`config.mk`:
```
export PLATFORM = sky130hd
export DESIGN_NAME = five_axis_step_command_controller_core
export DESIGN_NICKNAME = d
export VERILOG_FILES = /design/src/rtl/fascc_pkg.sv /design/src/rtl/fascc_front.sv /design/src/rtl/fascc_queue.sv /design/src/rtl/fascc_back.sv /design/src/rtl/five_axis_step_command_controller_core.sv
export SDC_FILE = /design/constraint.sdc
export NUM_CORES = 1
export LEC_CHECK = 0
export ABC_CLOCK_PERIOD_IN_PS = 10400
export BUFFER_PORTS_ARGS = -buffer_cell sky130_fd_sc_hd__buf_2
export CORE_AREA = 2 2 229 231
export DETAILED_ROUTE_END_ITERATION = 12
export DIE_AREA = 0 0 231 233
export PLACE_DENSITY = 0.69
export REMOVE_ABC_BUFFERS = 1
export SKIP_LAST_GASP = 1
export SYNTH_ARGS = -nofsm -noshare
export SYNTH_HDL_FRONTEND = slang
export SYNTH_SLANG_ARGS = --single-unit
export TNS_END_PERCENT = 30
```
`constraint.sdc`:
```
create_clock -name i_clk -period 10.4 [get_ports i_clk]
set_input_delay 0.52 -clock i_clk [delete_from_list [all_inputs] [get_ports i_clk]]
set_output_delay 0.52 -clock i_clk [all_outputs]
set_load 0.01 [all_outputs]
```
`src/rtl/fascc_pkg.sv`:
```
`timescale 1ns / 1ps
`default_nettype none

package fascc_pkg;

    localparam int AXES         = 5;
    localparam int FRAME_BYTES  = 48;
    localparam int FIELD_DIGITS = 6;
    localparam int CNT_W        = 20;
    localparam int POS_W        = 6;
    localparam int PLACE_W      = 3;
    localparam int FIELD_W      = 3;
    localparam int WEIGHT_W     = 17;
    localparam int DIGIT_W      = 4;
    localparam int Q_DEPTH      = 4;
    localparam int Q_AW         = $clog2(Q_DEPTH);
    localparam int S_TDATA_W    = 16;
    localparam int M_TDATA_W    = 16;

    localparam logic [CNT_W-1:0] CNT_MAX  = {CNT_W{1'b1}};
    localparam logic [AXES-1:0]  ALL_AXES = {AXES{1'b1}};

    // Item classes handed from front to back
    typedef enum logic [2:0] {
        OP_SKIP,
        OP_COMMA,
        OP_MINUS,
        OP_DIGIT,
        OP_TICK
    } t_op;

    typedef struct packed {
        t_op                op;
        logic [DIGIT_W-1:0] digit;
        logic [AXES-1:0]    tick;
        logic               first;
        logic               last;
    } t_cmd;

    // Result word, lowest field in the lowest bits
    typedef struct packed {
        logic            move_done;
        logic            moving;
        logic [AXES-1:0] direction_mask;
        logic [AXES-1:0] running_mask;
    } t_result;

    // Decimal place weight: 10^(FIELD_DIGITS-1-idx), zero past the last place
    function automatic logic [WEIGHT_W-1:0] place_weight(input logic [PLACE_W-1:0] idx);
        logic [PLACE_W-1:0] e;
        logic [WEIGHT_W-1:0] w;
        e = PLACE_W'(FIELD_DIGITS - 1) - idx;
        w = '0;
        if (idx < PLACE_W'(FIELD_DIGITS)) begin
            case (e)
                3'd0:    w = WEIGHT_W'(1);
                3'd1:    w = WEIGHT_W'(10);
                3'd2:    w = WEIGHT_W'(100);
                3'd3:    w = WEIGHT_W'(1000);
                3'd4:    w = WEIGHT_W'(10000);
                3'd5:    w = WEIGHT_W'(100000);
                default: w = '0;
            endcase
        end
        return w;
    endfunction

endpackage

`default_nettype wire

```
`src/rtl/fascc_front.sv`:
```
`timescale 1ns / 1ps
`default_nettype none

module fascc_front
    import fascc_pkg::*;
(
    input  wire logic                 i_clk,
    input  wire logic                 i_rst_n,
    input  wire logic                 i_s_tvalid,
    output logic                      o_s_tready,
    input  wire logic [S_TDATA_W-1:0] i_s_tdata,
    input  wire logic [0:0]           i_s_tuser,
    input  wire logic                 i_q_full,
    output logic                      o_push,
    output t_cmd                      o_push_cmd
);

    logic [POS_W-1:0] r_pos;
    logic [POS_W-1:0] n_pos;
    logic [7:0]       c;
    logic             is_byte;
    logic             last_byte;

    assign c          = i_s_tdata[7:0];
    assign is_byte    = (i_s_tuser[0] == 1'b0);
    assign last_byte  = (r_pos >= POS_W'(FRAME_BYTES - 1));
    assign o_s_tready = !i_q_full;
    assign o_push     = i_s_tvalid && !i_q_full;

    // classify the byte
    always_comb begin
        o_push_cmd.digit = '0;
        o_push_cmd.tick  = i_s_tdata[8 +: AXES];
        o_push_cmd.first = is_byte && (r_pos == '0);
        o_push_cmd.last  = is_byte && last_byte;
        if (!is_byte) begin
            o_push_cmd.op = OP_TICK;
        end else begin
            unique case (c) inside
                ",":        o_push_cmd.op = OP_COMMA;
                "-":        o_push_cmd.op = OP_MINUS;
                ["0":"9"]: begin
                    o_push_cmd.op    = OP_DIGIT;
                    o_push_cmd.digit = DIGIT_W'(c - 8'h30);
                end
                default:    o_push_cmd.op = OP_SKIP;  // letters, '=', anything else
            endcase
        end
    end

    always_comb begin
        n_pos = r_pos;
        if (o_push && is_byte) begin
            n_pos = last_byte ? '0 : POS_W'(r_pos + 1'b1);
        end
    end

    always_ff @(posedge i_clk) begin
        if (!i_rst_n) begin
            r_pos <= '0;
        end else begin
            r_pos <= n_pos;
        end
    end

`ifndef SYNTHESIS
    a_pos_range: assert property (@(posedge i_clk) disable iff (!i_rst_n)
        r_pos < POS_W'(FRAME_BYTES))
        else $error("frame position out of range");
    a_pos_wrap: assert property (@(posedge i_clk) disable iff (!i_rst_n)
        o_push && is_byte && last_byte |=> r_pos == '0)
        else $error("frame position did not wrap on last byte");
    a_tick_hold: assert property (@(posedge i_clk) disable iff (!i_rst_n)
        o_push && !is_byte |=> r_pos == $past(r_pos))
        else $error("tick moved frame position");
`endif

endmodule

`default_nettype wire

```
`src/rtl/fascc_queue.sv`:
```
`timescale 1ns / 1ps
`default_nettype none

module fascc_queue
    import fascc_pkg::*;
(
    input  wire logic i_clk,
    input  wire logic i_rst_n,
    input  wire logic i_push,
    input  wire t_cmd i_push_cmd,
    output logic      o_full,
    input  wire logic i_pop,
    output logic      o_valid,
    output t_cmd      o_head
);

    t_cmd              r_mem [Q_DEPTH];
    logic [Q_AW-1:0]   r_wr;
    logic [Q_AW-1:0]   r_rd;
    logic [Q_AW:0]     r_count;
    logic              do_pop;

    assign o_full  = (r_count == (Q_AW+1)'(Q_DEPTH));
    assign o_valid = (r_count != '0);
    assign o_head  = r_mem[r_rd];
    assign do_pop  = i_pop && o_valid;

    always_ff @(posedge i_clk) begin
        if (i_push) begin
            r_mem[r_wr] <= i_push_cmd;
        end
    end

    always_ff @(posedge i_clk) begin
        if (!i_rst_n) begin
            r_wr    <= '0;
            r_rd    <= '0;
            r_count <= '0;
        end else begin
            if (i_push) begin
                r_wr <= Q_AW'(r_wr + 1'b1);
            end
            if (do_pop) begin
                r_rd <= Q_AW'(r_rd + 1'b1);
            end
            if (i_push && !do_pop) begin
                r_count <= (Q_AW+1)'(r_count + 1'b1);
            end else if (!i_push && do_pop) begin
                r_count <= (Q_AW+1)'(r_count - 1'b1);
            end
        end
    end

`ifndef SYNTHESIS
    a_no_overflow: assert property (@(posedge i_clk) disable iff (!i_rst_n)
        o_full |-> !i_push)
        else $error("push into full queue");
    a_count_range: assert property (@(posedge i_clk) disable iff (!i_rst_n)
        r_count <= (Q_AW+1)'(Q_DEPTH))
        else $error("queue count out of range");
    a_ptr_gap: assert property (@(posedge i_clk) disable iff (!i_rst_n)
        Q_AW'(r_wr - r_rd) == r_count[Q_AW-1:0])
        else $error("queue pointers disagree with count");
`endif

endmodule

`default_nettype wire

```
`src/rtl/fascc_back.sv`:
```
`timescale 1ns / 1ps
`default_nettype none

module fascc_back
    import fascc_pkg::*;
(
    input  wire logic                 i_clk,
    input  wire logic                 i_rst_n,
    input  wire logic                 i_q_valid,
    input  wire t_cmd                 i_q_head,
    output logic                      o_pop,
    output logic                      o_m_tvalid,
    input  wire logic                 i_m_tready,
    output logic [M_TDATA_W-1:0]      o_m_tdata
);

    logic [CNT_W-1:0]   r_tgt   [AXES];
    logic [CNT_W-1:0]   n_tgt   [AXES];
    logic [CNT_W-1:0]   r_cnt   [AXES];
    logic [CNT_W-1:0]   n_cnt   [AXES];
    logic [PLACE_W-1:0] r_place [AXES];
    logic [PLACE_W-1:0] n_place [AXES];
    logic [FIELD_W-1:0] r_field;
    logic [FIELD_W-1:0] n_field;
    logic [AXES-1:0]    r_done;
    logic [AXES-1:0]    n_done;
    logic [AXES-1:0]    r_dir;
    logic [AXES-1:0]    n_dir;
    logic               r_active;
    logic               n_active;
    logic               finished;
    logic               r_out_valid;
    t_result            r_out;
    t_result            n_out;

    logic [PLACE_W-1:0]         sel_place;
    logic [WEIGHT_W+DIGIT_W-1:0] prod;
    logic                       field_ok;

    assign o_pop      = i_q_valid && (!r_out_valid || i_m_tready);
    assign o_m_tvalid = r_out_valid;
    assign o_m_tdata  = M_TDATA_W'(r_out);
    assign field_ok   = (r_field < FIELD_W'(AXES));

    always_comb begin
        sel_place = '0;
        for (int a = 0; a < AXES; a++) begin
            if (r_field == FIELD_W'(a)) begin
                sel_place = i_q_head.first ? '0 : r_place[a];
            end
        end
        prod = i_q_head.digit * place_weight(sel_place);
    end

    always_comb begin
        n_tgt    = r_tgt;
        n_cnt    = r_cnt;
        n_place  = r_place;
        n_field  = r_field;
        n_done   = r_done;
        n_dir    = r_dir;
        n_active = r_active;
        finished = 1'b0;
        if (o_pop) begin
            if (i_q_head.op == OP_TICK) begin
                if (r_active) begin
                    for (int a = 0; a < AXES; a++) begin
                        if (i_q_head.tick[a]) begin
                            if (!r_done[a] && (r_cnt[a] != CNT_MAX)) begin
                                n_cnt[a] = CNT_W'(r_cnt[a] + 1'b1);
                            end
                            if (n_cnt[a] >= r_tgt[a]) begin
                                n_done[a] = 1'b1;
                            end
                        end
                    end
                    if (n_done == ALL_AXES) begin
                        n_active = 1'b0;
                        n_done   = '0;
                        for (int a = 0; a < AXES; a++) begin
                            n_cnt[a] = '0;
                        end
                        finished = 1'b1;
                    end
                end
            end else begin
                // new frame: targets, places and directions start over
                if (i_q_head.first) begin
                    for (int a = 0; a < AXES; a++) begin
                        n_tgt[a]   = '0;
                        n_place[a] = '0;
                    end
                    n_dir = '0;
                end
                if (i_q_head.op == OP_COMMA) begin
                    if (field_ok) begin
                        n_field = FIELD_W'(r_field + 1'b1);
                    end
                end else if (field_ok &&
                             (i_q_head.op == OP_MINUS || i_q_head.op == OP_DIGIT)) begin
                    for (int a = 0; a < AXES; a++) begin
                        if (r_field == FIELD_W'(a)) begin
                            if (i_q_head.op == OP_MINUS) begin
                                n_dir[a] = 1'b1;
                            end else begin
                                n_tgt[a] = n_tgt[a] + prod[CNT_W-1:0];
                            end
                            if (n_place[a] < PLACE_W'(FIELD_DIGITS)) begin
                                n_place[a] = PLACE_W'(n_place[a] + 1'b1);
                            end
                        end
                    end
                end
                if (i_q_head.last) begin
                    n_field = '0;
                    for (int a = 0; a < AXES; a++) begin
                        n_place[a] = '0;
                        n_done[a]  = (n_tgt[a] == '0);
                    end
                    n_active = 1'b1;
                end
            end
        end
    end

    always_comb begin
        n_out.running_mask   = n_active ? ~n_done : '0;
        n_out.direction_mask = n_dir;
        n_out.moving         = n_active;
        n_out.move_done      = finished;
    end

    // axis targets, counts and places
    always_ff @(posedge i_clk) begin
        if (!i_rst_n) begin
            for (int a = 0; a < AXES; a++) begin
                r_tgt[a]   <= '0;
                r_cnt[a]   <= '0;
                r_place[a] <= '0;
            end
        end else begin
            r_tgt   <= n_tgt;
            r_cnt   <= n_cnt;
            r_place <= n_place;
        end
    end

    always_ff @(posedge i_clk) begin
        if (o_pop) begin
            r_out <= n_out;
        end
    end

    always_ff @(posedge i_clk) begin
        if (!i_rst_n) begin
            r_field     <= '0;
            r_done      <= '0;
            r_dir       <= '0;
            r_active    <= 1'b0;
            r_out_valid <= 1'b0;
        end else begin
            r_field  <= n_field;
            r_done   <= n_done;
            r_dir    <= n_dir;
            r_active <= n_active;
            if (o_pop) begin
                r_out_valid <= 1'b1;
            end else if (i_m_tready) begin
                r_out_valid <= 1'b0;
            end
        end
    end

`ifndef SYNTHESIS
    a_idle_clear: assert property (@(posedge i_clk) disable iff (!i_rst_n)
        !r_active |-> (r_done == '0))
        else $error("done mask set while idle");
    a_field_range: assert property (@(posedge i_clk) disable iff (!i_rst_n)
        r_field <= FIELD_W'(AXES))
        else $error("field index out of range");
    a_done_idle: assert property (@(posedge i_clk) disable iff (!i_rst_n)
        r_out_valid && r_out.move_done |-> !r_out.moving && (r_out.running_mask == '0))
        else $error("move done reported while moving");
    a_finish_stops: assert property (@(posedge i_clk) disable iff (!i_rst_n)
        o_pop && finished |=> !r_active)
        else $error("motion still active after finish");
`endif

endmodule

`default_nettype wire

```
`src/rtl/five_axis_step_command_controller_core.sv`:
```
// Path: an input transfer is written into the command queue, and o_m_tvalid comes from the output register.
// Throughput: one item per cycle while the result side is not stalled; a tick updates every ticked axis at once.
// A four-entry queue between classifier and axis engine absorbs output stalls.
// Reset: synchronous, active low on i_rst_n; clears targets, counts, frame position,
// direction and motion state, and empties the queue and output register.
`timescale 1ns / 1ps
`default_nettype none

module five_axis_step_command_controller_core
    import fascc_pkg::*;
(
    input  wire logic                 i_clk,
    input  wire logic                 i_rst_n,
    // input stream
    input  wire logic                 i_s_tvalid,
    output logic                      o_s_tready,
    input  wire logic [S_TDATA_W-1:0] i_s_tdata,   // [7:0] command_byte, [12:8] axis_tick_mask
    input  wire logic [0:0]           i_s_tuser,   // [0] kind: 0 command byte, 1 timer tick
    // result stream
    output logic                      o_m_tvalid,
    input  wire logic                 i_m_tready,
    output logic [M_TDATA_W-1:0]      o_m_tdata    // [4:0] running_mask, [9:5] direction_mask,
                                                   // [10] moving, [11] move_done
);

    // front -> queue
    logic q_push;
    t_cmd q_push_cmd;
    logic q_full;

    // queue -> back
    logic q_pop;
    logic q_valid;
    t_cmd q_head;

    // Front end: decodes each byte into a command class and tags frame
    // boundaries (first and last byte) from its own byte-position counter.
    fascc_front u_front (
        .i_clk      (i_clk),
        .i_rst_n    (i_rst_n),
        .i_s_tvalid (i_s_tvalid),
        .o_s_tready (o_s_tready),
        .i_s_tdata  (i_s_tdata),
        .i_s_tuser  (i_s_tuser),
        .i_q_full   (q_full),
        .o_push     (q_push),
        .o_push_cmd (q_push_cmd)
    );

    // Short command queue; lets the input keep taking transfers while
    // the result side is stalled.
    fascc_queue u_queue (
        .i_clk      (i_clk),
        .i_rst_n    (i_rst_n),
        .i_push     (q_push),
        .i_push_cmd (q_push_cmd),
        .o_full     (q_full),
        .i_pop      (q_pop),
        .o_valid    (q_valid),
        .o_head     (q_head)
    );

    // Back end: accumulates axis targets from digits, runs pulse counting
    // on ticks, and registers one result per command into the output stage.
    fascc_back u_back (
        .i_clk      (i_clk),
        .i_rst_n    (i_rst_n),
        .i_q_valid  (q_valid),
        .i_q_head   (q_head),
        .o_pop      (q_pop),
        .o_m_tvalid (o_m_tvalid),
        .i_m_tready (i_m_tready),
        .o_m_tdata  (o_m_tdata)
    );

endmodule

`default_nettype wire
```
# ---- Yosys cells after proc, flatten, opt, wreduce, memory -nomap -nowiden
# Memories as Yosys holds them, arrays and structs flattened. A register that Yosys moved wholly into a read port is not among the register bits.
# Index checks and enable logic that the tools add are counted.
dict set report word_totals {
  reg_bits 255
  ramBits 56
  n_memories 1
  inputBits 21
  output_inout_bits 18
}
dict set report op_classes {
  bitwise_logic 3
  reduce_logical 52
  n_eq_ne 22
  order_cmp 15
  n_mul 1
  n_addsub 23
  mux 143
}
# memory words word_bits read_ports rd_ports_with_merged_regs wr line_no
set mem_list {}
lappend mem_list {u_queue.r_mem 4 14 1 1 1 fascc_queue.sv:17} ;# t_cmd r_mem [Q_DEPTH];
# operator n
set ops {}
lappend ops {{100-bit two-way mux} 8}
lappend ops {{20-bit two-way mux} 40}
lappend ops {{17-bit one-hot mux with 6 select lines} 1}
lappend ops {{20-bit by 1-bit adder with 20-bit output (second input constant)} 5}
lappend ops {{20-bit adder} 5}
lappend ops {{20-bit greater-or-equal comparator} 5}
lappend ops {{20-bit logical NOT} 5}
lappend ops {{20-bit inequality test (second input constant)} 5}
lappend ops {{15-bit two-way mux} 6}
lappend ops {{3-bit two-way mux} 26}
lappend ops {{5-bit two-way mux} 10}
lappend ops {{1-bit two-way mux} 45}
lappend ops {{4-bit AND reduction} 6}
lappend ops {{3-bit by 1-bit adder with 3-bit output (second input constant)} 7}
lappend ops {{3-bit < comparator (second input constant)} 7}
lappend ops {{4-bit by 17-bit multiplier with 20-bit output} 1}
lappend ops {{3-bit by 2-bit == test with 1-bit output (second input constant)} 6}
lappend ops {{2-bit nonzero test} 9}
lappend ops {{17-bit two-way mux} 1}
lappend ops {{8-bit by 6-bit == test with 1-bit output (second input constant)} 2}
lappend ops {{3-bit == test (second input constant)} 5}
lappend ops {{1-bit logical AND} 15}
lappend ops {{3-bit by 1-bit == test with 1-bit output (second input constant)} 3}
lappend ops {{1-bit logical NOT} 9}
lappend ops {{other kinds (20)} 27}

# ---- Longest topological paths before layout
dict set report logic_depth {
  word_depth 23
  mapped_depth 40
}

# ---- Cells and area by module
# From an unflattened synthesis, not the netlist that was laid out.
dict set report unflattened {
  cells_unflattened 3302
  hier_area_um2 26198.9
}
# module cells_per_inst seq_area_each_um2 area_per_inst_um2 instances
set by_module_without_submodules {}
lappend by_module_without_submodules {fascc_back 3116 4964.8 23148.5 1}
lappend by_module_without_submodules {fascc_queue 116 1861.8 2524.9 1}
lappend by_module_without_submodules {fascc_front 70 120.1 525.5 1}

# ---- Least setup slack after synthesis
# OpenSTA, ideal clock, no wires.
dict set report synth_path {
  kind {register to register}
  start {register (tool-made name)}
  end {register u_back.r_out, in the netlist u_back.o_m_tdata[3] (data pin)}
  setup_ns 0.259
  path_buffers 2
  synth_period_minus_slack_ns 8.544
  path_stages_with_launch 32
  slack_ns 1.856
  arrival_time_ns 8.285
  cell_sequence {dfxtp_1 -> buf_4 -> mux2i_1 -> mux2_2 -> clkbuf_1 -> nand2_1 -> inv_1 -> nand2_1 -> o221ai_1 -> ha_1 -> nor2b_1 -> nand2b_1 -> or3_1 -> fa_1 -> fa_1 -> inv_1 -> fa_1 -> a21o_1 -> a22o_1 -> o41ai_2 -> xor2_1 -> inv_1 -> ha_1 -> a21o_1 -> and2_1 -> a21oi_1 -> a2111o_1 -> and3_4 -> or4_4 -> a2111oi_4 -> nand4_1 -> o31a_1}
}
# item line_no
set synth_rtl {}
lappend synth_rtl {{end signal, assigned} fascc_back.sv:150} ;# r_out <= n_out;
lappend synth_rtl {{end, declared} fascc_back.sv:33} ;# t_result r_out;

# ---- Worst setup path in the final report
dict set report layout_path {
  start {register u_back.r_field[0]}
  end {register u_back.r_out, in the netlist u_back.o_m_tdata[3] (data pin)}
}
dict set report layout_via {
  elab_chain_len 23
  word_cells_on_any_way 35
}
# item line_no
set layout_rtl {}
lappend layout_rtl {{start, declared} fascc_back.sv:23} ;# logic [FIELD_W-1:0] r_field;
lappend layout_rtl {{start signal, assigned} fascc_back.sv:162} ;# r_field <= n_field;
lappend layout_rtl {{3-bit logical NOT} fascc_back.sv:48} ;# if (r_field == FIELD_W'(a)) begin
lappend layout_rtl {{3-bit two-way mux (5 in series)} fascc_back.sv:48}
lappend layout_rtl {{3-bit subtractor} fascc_pkg.sv:52} ;# e = PLACE_W'(FIELD_DIGITS - 1) - idx;
lappend layout_rtl {{3-bit == test, or another cell as far along} fascc_pkg.sv:55} ;# case (e)
lappend layout_rtl {{17-bit one-hot mux with 6 select lines} fascc_pkg.sv:55}
lappend layout_rtl {{17-bit two-way mux} fascc_pkg.sv:54} ;# if (idx < PLACE_W'(FIELD_DIGITS)) begin
lappend layout_rtl {{4-bit by 17-bit multiplier with 20-bit output} fascc_back.sv:52} ;# prod = i_q_head.digit * place_weight(sel_place);
lappend layout_rtl {{20-bit adder} fascc_back.sv:106} ;# n_tgt[a] = n_tgt[a] + prod[CNT_W-1:0];
lappend layout_rtl {{[3 not listed]} --}
lappend layout_rtl {{100-bit two-way mux (*)} fascc_back.sv:95} ;# if (i_q_head.op == OP_COMMA) begin
lappend layout_rtl {{100-bit two-way mux (*)} fascc_back.sv:65} ;# if (i_q_head.op == OP_TICK) begin
lappend layout_rtl {{100-bit two-way mux (*)} fascc_back.sv:64} ;# if (o_pop) begin
lappend layout_rtl {{20-bit logical NOT (*)} fascc_back.sv:118} ;# n_done[a] = (n_tgt[a] == '0);
lappend layout_rtl {{5-bit two-way mux (*)} fascc_back.sv:114} ;# if (i_q_head.last) begin
lappend layout_rtl {{5-bit two-way mux (*)} fascc_back.sv:65}
lappend layout_rtl {{5-bit two-way mux (*)} fascc_back.sv:64}
lappend layout_rtl {{5-bit NOT (*)} fascc_back.sv:127} ;# n_out.running_mask = n_active ? ~n_done : '0;
# Mark *: on every way between the ends. The rest lies on a longest branch, timed or not. The select of a mux whose other input is x is not followed.
# A chain may end at the register's enable or synchronous reset.

==> metrics.yaml <==
synth:
  netlist_top_cells_count: "410 x nor2_1, 331 x nand2_1, 262 x a21oi_1"
  yosysWarnings: 0
  ys.flop_type: "dfxtp_1"
  synth_area_leaders: "dfxtp_1 19%, ha_1 12%, edfxtp_1 7.7%"
  synth_seq_cells: 313
  synth_top_cell_area_share_pct: 18.53
  yosysMostFrequentCell: "nor2_1"
  ys_seq_area_share_pct: 26.24
  yosysTopAreaCell: "dfxtp_1"
  synthDistinctLibCells: 104
  synth_edf_count: 68
  syn_area_um2: 26470
  avgSynthCellArea_um2: 7.900
  synthArstFlopShare_pct: 0
  synthCells: 3351
routing:
  drt-total-wl_um: 79870
  vias_per_cell: 6.248
  antenna_left: 0
  dr.pass1.iters: 8
  vias: 25230
  wl_per_cell_um: 19.78
  drc: 0
  drtIter0Drc: 2211
clocking:
  clockBufferDepth: 3
  cts_resized: 0
  cts_root_buf: "clkbuf_16"
  numCtsBuffers: 39
  cts_tree: "yes"
  h-tree-depth: 2
  cts_hold_buf: 0
  cts_sinks: 313
  path_clk_slew_ns: 0.06
  clk_latency_ns: 0.59
  postCtsSetupBuffers: 0
global_routing:
  grt_max_degree: 132
  use_met1_pct: 37.09
  top_usage_layer: "met2"
  grt_pass1_wl_um: 125800
  grt_use_met3_pct: 5.196
  grt_pass1_vias: 23810
  antenna_found_initial: 3
  grt_util_met2_pct: 48.04
  globalRoute.totalOverflow: 0
  grt_usage_pct: 29.14
critical_path:
  critical_path.max_fanout: 11
  crit_slowest_cell: "o41ai_2"
  cp.required_ns: 10.74
  max_stage_delay_ns: 0.61
  crit_type: "reg -> reg"
  cp.arrival_ns: 10.13
  startpoint_type: "register"
  endpoint_kind: "register"
timing:
  tightest_slew_ns: 1.284
  final-hold-violation-count: 0
  relSlewSlack_pct: 14.40
  rsz0062_at_grt: "no"
  final.setup.tns_ns: 0
  fin_skew_ns: 0.03034
  drv_slew: 0
  period_share_pct: 94.12
  fmax_ghz: 0.1022
  setup_viol: 0
  layout_min_cycle_time_ns: 9.789
final_layout:
  nets: 3623
  area_growth_pct: 7.874
  final_area_um2: 28560
  drive_gt1_share_pct: 6.317
  fill_cells: 4710
power_and_ir_drop:
  powerDensity_nw_per_um2: 343.5
  ir_drop_mv: 0.2715
  p_leak_nw: 11.67
floorplan:
  dieWidth_um: 231
  die-area_um2: 53820
  fp.dieH_um: 233
  start_util_pct: 51.81
  num_rows: 83
  ioPinCount: 39
  core_um2: 51090
placement:
  placed_area_um2: 27270
  hpwl_um: 57920
  gp_congestion: 0.9776
  io_buffer_count: 31
job:
  maxCapViolCount: 0
min_path:
  hp-class: "in -> reg"
status:
  status: "finished clean"
[layer usage]
metal  up-vias  routed length [um]
met2       905               36000
met1     12030               33990
met4         6                3777
li1      12080                   -
met5         -                  39
met3       215                6068
[flip-flops by register name, indices dropped and copies added (netlist names), named ones only]
| signal | count |
|---|---|
| u_back.o_m_tdata | 12 |
| u_back.r_tgt | 100 |
| u_queue.r_wr | 2 |
| u_queue.r_rd | 2 |
| u_front.r_pos | 6 |
| u_queue.r_mem | 56 |
| u_back.r_dir | 5 |
| u_back.r_active | 1 |
| u_queue.r_count | 3 |
| u_back.r_field | 3 |
| u_back.o_m_tvalid | 1 |
| u_back.r_place | 15 |
| u_back.r_cnt | 100 |
[worst max-delay path, delay by kind of cell, from the launching register on]
kind	cells	cell delay (ns)
DFF	1	0.48
buffers and inverters	2	0.42
and+or+nand+nor	12	2.35
AOI/OAI and AO/OA	12	3.12
xor gates and xnor gates	1	0.54
adders and majority gates	6	2.62
[where the power goes]
| part | switching [W] | internal (W) |
|---|---|---|
| clock | 0.000570 | 0.000800 |
| combinational | 0.00451 | 0.00240 |
| sequential | 0.000110 | 0.00143 |
[through the flow]
| stage | utilization (%) | std cells | setup slack (ns) | power [W] | hold WS, ns |
|---|---|---|---|---|---|
| 3_3_place_gp | 53.37 | 3964 | 0.6601 | 0.008064 | 0.4387 |
| 2_1_floorplan | - | 3208 | 1.244 | 0.006187 | 0.4319 |
| 3_5_place_dp | 53.37 | 3964 | 0.4634 | 0.008226 | 0.4452 |
| 4_1_cts | 55.85 | 4036 | 0.4260 | 0.009650 | 0.1253 |
| 6_report | 55.89 | 4038 | 0.6112 | 0.009809 | 0.1495 |
| 5_1_grt | 55.88 | 4036 | 0.01775 | 0.01041 | 0.1432 |
[final timing paths]
check	from	to	slack, ns	cells past startpoint
worst max-delay path	u_back.r_field[0]$_SDFFE_PN0P_	u_back.o_m_tdata[3]$_SDFFCE_PN0P_	0.61	33
worst max register to register	u_back.r_field[0]$_SDFFE_PN0P_	u_back.o_m_tdata[3]$_SDFFCE_PN0P_	0.61	33
worst min register to register	u_back.r_cnt[39]$_SDFFE_PN0P_	u_back.r_cnt[39]$_SDFFE_PN0P_	0.45	2
worst min-delay path	i_s_tdata[8]	u_queue.r_mem[1][2]$_DFFE_PP_	0.15	1
[cells by family (layout without fill, tap and decap cells)]
family | after synthesis | after routing | share of synthesized area, %
other cells | 1 | 6 | 0.01417
mux | 61 | 61 | 2.855
fa+ha+maj | 277 | 277 | 13.80
xor+xnor | 215 | 215 | 7.553
buf+inv | 338 | 340 | 4.948
compound gates | 870 | 870 | 21.66
simple gates | 1276 | 1276 | 22.93
flops | 313 | 313 | 26.24
[cell type report]
| class | count | area, um^2 | area share, % |
|---|---|---|---|
| clock inverters | 15 | 193.9 | 0.6791 |
| well taps | 680 | 850.8 | 2.979 |
| flip-flops and latches | 313 | 6947 | 24.33 |
| diodes | 2 | 5.005 | 0.01753 |
| repair buffers | 76 | 493.0 | 1.726 |
| inverters | 192 | 725.7 | 2.541 |
| clock buffers | 57 | 1074 | 3.759 |
| multi-input cells | 2703 | 18270 | 63.97 |
[cells in the final DEF (no fill, tap or decap), types with 26 or more instances in the layout]
master	netlist	routed
nor2_1	410	408
nand2_1	331	330
a21oi_1	262	262
ha_1	252	252
dfxtp_1	245	245
inv_1	187	187
xnor2_1	153	153
o21ai_0	150	149
nand3_1	130	130
a211oi_1	72	72
edfxtp_1	68	68
a21o_1	64	64
a22oi_1	59	59
nand4_1	53	53
or3_1	52	52
xor2_1	53	52
nor3_1	50	50
and2_1	48	48
and3_1	47	47
buf_4	7	45
clkbuf_16	0	39
mux2i_1	35	35
a31oi_1	34	34
buf_2	12	31
o21a_1	29	29
nor4_1	28	26
No activity file was read; power rests on OpenSTA's default activity.
